File: src/rtl/core/qnl_pkg.sv
// Package for the quaternion nlerp pipeline: fixed-point widths, stage counts and
// the lane status struct. No dependencies.
package qnl_pkg;

   localparam int FRAC_BITS = 14;

   // magnitude of a blended component is at most 2^30
   localparam int MAG_W  = 31;
   localparam int MAG2_W = 2 * MAG_W;
   // sum of four squares
   localparam int SUM_W  = 63;
   // quotient bits of 4*mag^2*2^(2F) / S, which never exceeds 2^(2F+2)
   localparam int QUO_W  = 2 * FRAC_BITS + 3;
   // root bits of the quotient
   localparam int ROOT_W = (QUO_W + 1) / 2;
   // remainder width of the divider
   localparam int DREM_W = SUM_W + QUO_W - 1;
   // remainder width of the square root
   localparam int SREM_W = QUO_W + 2;
   // register stages ahead of the output register
   localparam int PIPE_D = 6 + QUO_W + ROOT_W;

   localparam logic [16:0] ONE_RAW = 17'((64'd1 << FRAC_BITS) > 64'd32767 ?
                                         64'd32767 : (64'd1 << FRAC_BITS));
   localparam logic [15:0] ONE_Q   = ONE_RAW[15:0];

   typedef struct packed {
      logic [MAG2_W-1:0] mag2;
      logic              neg;
   } lane_mag_type;

endpackage

File: src/rtl/core/qnl_blend_lane.sv
// One component lane: dot product term, hemisphere fix, blend and square.
// Depends on qnl_pkg.
module qnl_blend_lane (
   input  logic                        clock,
   input  logic                        en,
   input  logic signed [15:0]          a,
   input  logic signed [15:0]          b,
   input  logic [15:0]                 blend,
   input  logic                        flip,
   output logic signed [31:0]          prod,
   output logic [qnl_pkg::MAG2_W-1:0]  mag2_early,
   output qnl_pkg::lane_mag_type       result
);
   import qnl_pkg::*;

   logic signed [15:0] a1_ff, b1_ff, a2_ff, b2_ff;
   logic [15:0]        u1_ff, u2_ff;
   logic signed [31:0] prod_ff, p1_ff, p2_ff, l4_ff;
   logic [MAG2_W-1:0]  mag2_5_ff, mag2_6_ff;
   logic               neg5_ff, neg6_ff;

   logic [15:0]        u_in;
   logic [16:0]        ninv;
   logic signed [16:0] bb;
   logic signed [33:0] m1, m2;
   logic [MAG_W-1:0]   mag;

   always_comb begin
      u_in = (blend > 16'd32768) ? 16'd32768 : blend;
      ninv = 17'd32768 - {1'b0, u2_ff};
      bb   = flip ? -17'(b2_ff) : 17'(b2_ff);
      m1   = 34'(a2_ff) * 34'(signed'({1'b0, ninv}));
      m2   = 34'(bb) * 34'(signed'({1'b0, u2_ff}));
      mag  = l4_ff[31] ? MAG_W'(-l4_ff) : MAG_W'(l4_ff);
   end

   always_ff @(posedge clock) begin
      if (en) begin
         a1_ff     <= a;
         b1_ff     <= b;
         u1_ff     <= u_in;
         prod_ff   <= 32'(a * b);
         a2_ff     <= a1_ff;
         b2_ff     <= b1_ff;
         u2_ff     <= u1_ff;
         p1_ff     <= m1[31:0];
         p2_ff     <= m2[31:0];
         l4_ff     <= p1_ff + p2_ff;
         mag2_5_ff <= MAG2_W'(mag) * MAG2_W'(mag);
         neg5_ff   <= l4_ff[31];
         mag2_6_ff <= mag2_5_ff;
         neg6_ff   <= neg5_ff;
      end
   end

   // square one stage ahead of the result, for the sum-of-squares merge
   assign mag2_early  = mag2_5_ff;
   assign prod        = prod_ff;
   assign result.mag2 = mag2_6_ff;
   assign result.neg  = neg6_ff;

endmodule

File: config.mk
export PLATFORM = sky130hd
export DESIGN_NAME = qnl_blend_lane
export DESIGN_NICKNAME = d
export VERILOG_FILES = /design/src/rtl/core/qnl_pkg.sv /design/src/rtl/core/qnl_blend_lane.sv
export SDC_FILE = /design/constraint.sdc
export NUM_CORES = 2
export LEC_CHECK = 0
export BUFFER_PORTS_ARGS = -buffer_cell sky130_fd_sc_hd__buf_2
export CORE_ASPECT_RATIO = 1.25
export CORE_UTILIZATION = 70
export CTS_BUF_LIST = sky130_fd_sc_hd__clkbuf_4 sky130_fd_sc_hd__clkbuf_8
export DETAILED_ROUTE_END_ITERATION = 8
export HOLD_SLACK_MARGIN = 0.08
export PLACE_DENSITY_LB_ADDON = 0.12
export SLEW_MARGIN = 20
export SYNTH_ARGS = -nofsm -noshare
export SYNTH_HDL_FRONTEND = slang
export SYNTH_SLANG_ARGS = --single-unit
File: constraint.sdc
create_clock -name clock -period 26 [get_ports clock]
set_input_delay 3.9 -clock clock [delete_from_list [all_inputs] [get_ports clock]]
set_output_delay 3.9 -clock clock [all_outputs]
set_load 0.02 [all_outputs]
-- Word-level counts from Yosys, hierarchy flattened
Index checks and enable logic that the tools add are counted.
- register bits after elaboration: 350
- latch bits: 0
- memory bits (writable): 0
- bits in read-only memories: 0
- output and inout port bits: 157
- logic and storage cells: 25
- memories kept: 0
- add/subtract/negate cells: 4
- multipliers: 4
- div/mod/pow operators: 0
- $lt $le $gt $ge: 1
- equal/unequal tests: 0
- shifts and indexed selects: 0
- multiplexer cells: 2
- bitwise operators: 0
- reduce and logical (&&, ||, !) cells: 0
- operators by type and width (cell ; number):
    $mul 31x31->62 ; 1
    $add 32x32->32 ; 1
    $mul 16x16->32 ; 1
    $mul 16x18->32 ; 1
    $mul 17x17->32 ; 1
    $mux 31 ; 1
    $neg 31->31 ; 1
    $mux 17 ; 1
    $neg 16->17 ; 1
    $sub 16x16->17 const A ; 1
    $gt 16x16->1 const B ; 1

-- Longest topological paths before layout
- depth in word-level cells: 3
- gate-level depth with buffers: 40

-- Worst setup path after synthesis
No wires, ideal clock.
- path type: register to register
- from: register l4_ff[0]
- to: register mag2_5_ff[49], in the netlist mag2_early[49] (data pin)
- arrival time: 10.208 ns
- path slack: 15.533 ns
- stages on the path, launching flop included: 39
- path buffers: 4
- clock period less this slack: 10.467 ns
- cell sequence: edfxtp_1 clkbuf_1 inv_1 clkbuf_1 ha_1 nand2_1 or3_4 or4_4 or4_4 o21ai_0 xor2_1 inv_2 clkbuf_1 nand2_1 fa_1 inv_1 fa_1 fa_1 [... 3 more ...] fa_1 fa_1 fa_1 inv_1 fa_1 inv_1 ha_1 clkbuf_1 a21o_1 o21bai_1 a221o_1 a21oi_1 o21ai_0 a31o_2 a41o_1 or3b_2 a31oi_1 xnor2_1
- word-level cells in the longest chain between the ends: 3
- ends and longest elaborated chain (what ; line ; source):
    start, declared ; qnl_blend_lane.sv:18 ; logic signed [31:0] prod_ff, p1_ff, p2_ff, l4_ff;
    start signal, assigned ; qnl_blend_lane.sv:48 ; l4_ff <= p1_ff + p2_ff;
    $neg 31->31 ; qnl_blend_lane.sv:34 ; mag = l4_ff[31] ? MAG_W'(-l4_ff) : MAG_W'(l4_ff);
    $mux 31 (*) ; qnl_blend_lane.sv:34 ;
    $mul 31x31->62 (*) ; qnl_blend_lane.sv:49 ; mag2_5_ff <= MAG2_W'(mag) * MAG2_W'(mag);
    end signal, assigned ; qnl_blend_lane.sv:49 ;
    end, declared ; qnl_blend_lane.sv:19 ; logic [MAG2_W-1:0] mag2_5_ff, mag2_6_ff;
Mark *: on every way between the ends. The rest lies on a longest branch, timed or not.
A chain may end at the register's enable or synchronous reset.

-- Worst setup path after layout
- from: register l4_ff[0]
- to: register mag2_5_ff[59], in the netlist mag2_early[59] (data pin)
Same word-level chain as after synthesis.

==> summary.md <==
| Metric | Value |
|---|---|
| Max Slew Vio Count | 0 |
| Cts bufs inserted | 58 |
| CTS tree | done |
| Worst skew pair latency | about 0.76 ns |
| Setup TNS Final | 0 ns |
| H-tree levels | 2 |
| Slew @ Worst Pin | between 1 and 1.5 ns |
| Die Width | about 280 microns |
| Minimum clock period | 11.68 ns |
| GR Overflow Total | 0 |
| Synth warnings | 0 |
| Count of state elements after synthesis | roughly 350 |
| FF-to-FF setup slack | between 10 and 15 ns |
| Worst path slowest cell | a21oi_1 |
| Crit Path Max Fanout | 24 |
| Hold buffer count at cts | 0 |
| Syn_area_per_cell | about 9.9 sq um |
| Class of the worst hold path | flip-flop to flip-flop |
| DRC | 1 |
| Status | finished, violations left |
| Failing checks | DRC |
| Async S/R FF share, synth | 0 |
| Clock skew | roughly 0.12 ns |
| Worst hold path startpoint | a1_ff[3]$_DFFE_PP_ |
| TritonCTS Sinks | roughly 350 |
| Die Ht | around 350 microns |
| Total Nets Final | about 9,100 |
| Total core area | between 90,000 and 100,000 sq um |
| Number of global-route vias before repair | ~53,000 |
| Normalized max-slew margin | 0.161 |
| Hold Fails Final Rpt | 0 |
| Global-route usage over all layers | 0.379 |
| Critical Path RT | approximately 26 ns |
| Distinct cell type count after synthesis | 77 |
| Clk pin slew, worst setup/hold paths | around 0.070 ns |
| Hold-critical path depth | 0 |
| Initial Util | 0.710 |
| Share of cells above drive strength 1 | 0.0634 |
| R2R cell count | 34 |
| Clock Path Buffers | 3 |
| Initial antenna violation count | 3 |
| Top_reg_cell synth | edfxtp_1 |
| 1st-pass router iterations | 7 |
| Cell mode on critical path | fa_1 |
| RSZ-0062 raised after global routing | no |
| Crit. End Element | flip-flop |
| Setup Fix Bufs, Post-CTS | 0 |
| Root buf cell | clkbuf_8 |
| Post_cts resized | 0 |
| Routed WL per cell | ~21 microns |
| WS Path Type | flip-flop to flip-flop |
| Via/cell ratio | between 5 and 6 |
| Final Util | 0.751 |
| Seq/Total Area, Yosys | 0.153 |
| Die Area | about 99,000 sq um |
| Max-cap violations | 0 |
| Final RePlAce weighted congestion | slightly below 1 |
| Start of the worst register-to-register path | l4_ff[0]$_DFFE_PP_ |
| Area Overhead vs Synth | 5.74% |
| Count of flip-flops with a built-in enable after synthesis | 348 |
| # rows | roughly 130 |
| Largest net degree at the start of global routing | 96 |
| Port-buffer cells | between 200 and 250 |
| Most frequent cells in the layout | 1,800 x inv_1, 1,483 x fa_1, 803 x nand2_1 |
| Period utilization | 0.449 |
| Largest stage delay on the critical path | around 0.7 ns |
| Mapped Cells | just under 7,000 |
| Initial DRC count | 3,047 |
| Kind of start point of the critical path | flip-flop |
| Fmax | 0.0856 GHz |
| Most common cell after layout, fill and taps aside | inv_1 |
| Critical Path AT | ~12 ns |
| First-pass GRT wire length | 282,000 microns |
| Post-synthesis cell area | ~68,000 sq um |
| Final setup fails | 0 |
| Setup crit start | l4_ff[0]$_DFFE_PP_ |
| IO Pins | ~210 |
| WL final | approximately 180,000 microns |
| DR vias | 48,300 |
| Hpwl dp | 143,000 microns |
| Antenna Nets Post-Route | 0 |
==> Yosys cell counts (all sizes together), types with 5 or more instances <==
master / number / share of area
xnor2: 186 / 0.024
and4: 6 / 0.00077
a31o: 6 / 0.00077
nor2: 341 / 0.019
o21ai: 99 / 0.0072
a21boi: 8 / 0.00088
nor4: 7 / 0.00064
clkinv: 8 / 0.00044
o21bai: 29 / 0.0032
nor3: 28 / 0.0020
nand2: 804 / 0.044
a211oi: 19 / 0.0021
or4: 14 / 0.0017
nand3: 28 / 0.0020
o31ai: 24 / 0.0028
nor2b: 46 / 0.0042
edfxtp: 348 / 0.15
o41ai: 5 / 0.00064
a22oi: 5 / 0.00055
or3: 15 / 0.0014
and2: 306 / 0.028
buf: 16 / 0.0013
inv: 1804 / 0.099
a31oi: 15 / 0.0014
ha: 571 / 0.10
or2: 7 / 0.00064
a21o: 88 / 0.0097
a211o: 5 / 0.00064
o21a: 23 / 0.0025
a21oi: 142 / 0.010
nand4: 18 / 0.0016
and3: 19 / 0.0017
fa: 1483 / 0.43
xor2: 79 / 0.010
nand2b: 44 / 0.0040
clkbuf: 202 / 0.011
o211ai: 9 / 0.00099
==> worst max-delay path: cells and delay by family (launching register included) <==
kind / cells / cell delay, ns
simple gates: 6 / 1.93
buf+inv: 7 / 1.32
fa+ha+maj: 10 / 4.67
compound gates: 9 / 2.58
xor+xnor: 2 / 0.24
flops: 1 / 0.63
==> per-layer routing <==
metal,share of wire,global-route usage,vias up
met5,0.00015,0,-
met3,0.077,0.0680,860
met4,0.091,0.285,4
met2,0.51,0.667,2233
li1,-,-,20900
met1,0.32,0.407,24300
==> final cells by class <==
cell class | count | area [sq um]
diodes | 3 | 7.51
clock buffers | 72 | 910
clock inverters | 34 | 320
fillers | 6924 | 24000
inverters | 1812 | 6800
multi-input cells | 4532 | 50600
flip-flops and latches | 348 | 10500
well taps | 1290 | 1610
repair buffers | 287 | 1650
==> state kept, by name, summed over array words and instances (netlist names), 32 cells and up <==
name,count
l4_ff,32
mag2_early,61
p2_ff,32
p1_ff,32
mag2_6_ff,61
prod,32
==> per-stage QoR <==
step           instance area (sq um)  hold WS [ns]  setup slack, ns  instances
3_5_place_dp                   71100         0.405            14.51       8269
2_1_floorplan                  68400         0.400            15.53       6910
6_report                       72300         0.410            14.32       8378
4_1_cts                        72300         0.411            14.48       8375
5_1_grt                        72300         0.414            13.92       8376
3_3_place_gp                   71100         0.401            14.65       8269
==> logic make-up (layout without fill, tap and decap cells) <==
family	Yosys count	in the layout	synth area share
buf+inv	2030	2205	0.112
fa+ha+maj	2054	2054	0.539
mux	3	3	0.000457
flops	348	348	0.153
xor+xnor	265	265	0.0343
other cells	1	7	0.0000548
compound gates	517	517	0.0493
simple gates	1689	1689	0.113
==> path summary, 6_finish.rpt <==
| kind | endpoint |
|---|---|
| worst max-delay path | mag2_early[59]$_DFFE_PP_ |
| worst min-delay path | a2_ff[3]$_DFFE_PP_ |
| worst max register to register | mag2_early[59]$_DFFE_PP_ |
| worst min register to register | a2_ff[3]$_DFFE_PP_ |
Power is left out: the tool's default activity adds up to more than one toggle a clock period on the data nets, which glitch-free logic cannot reach.
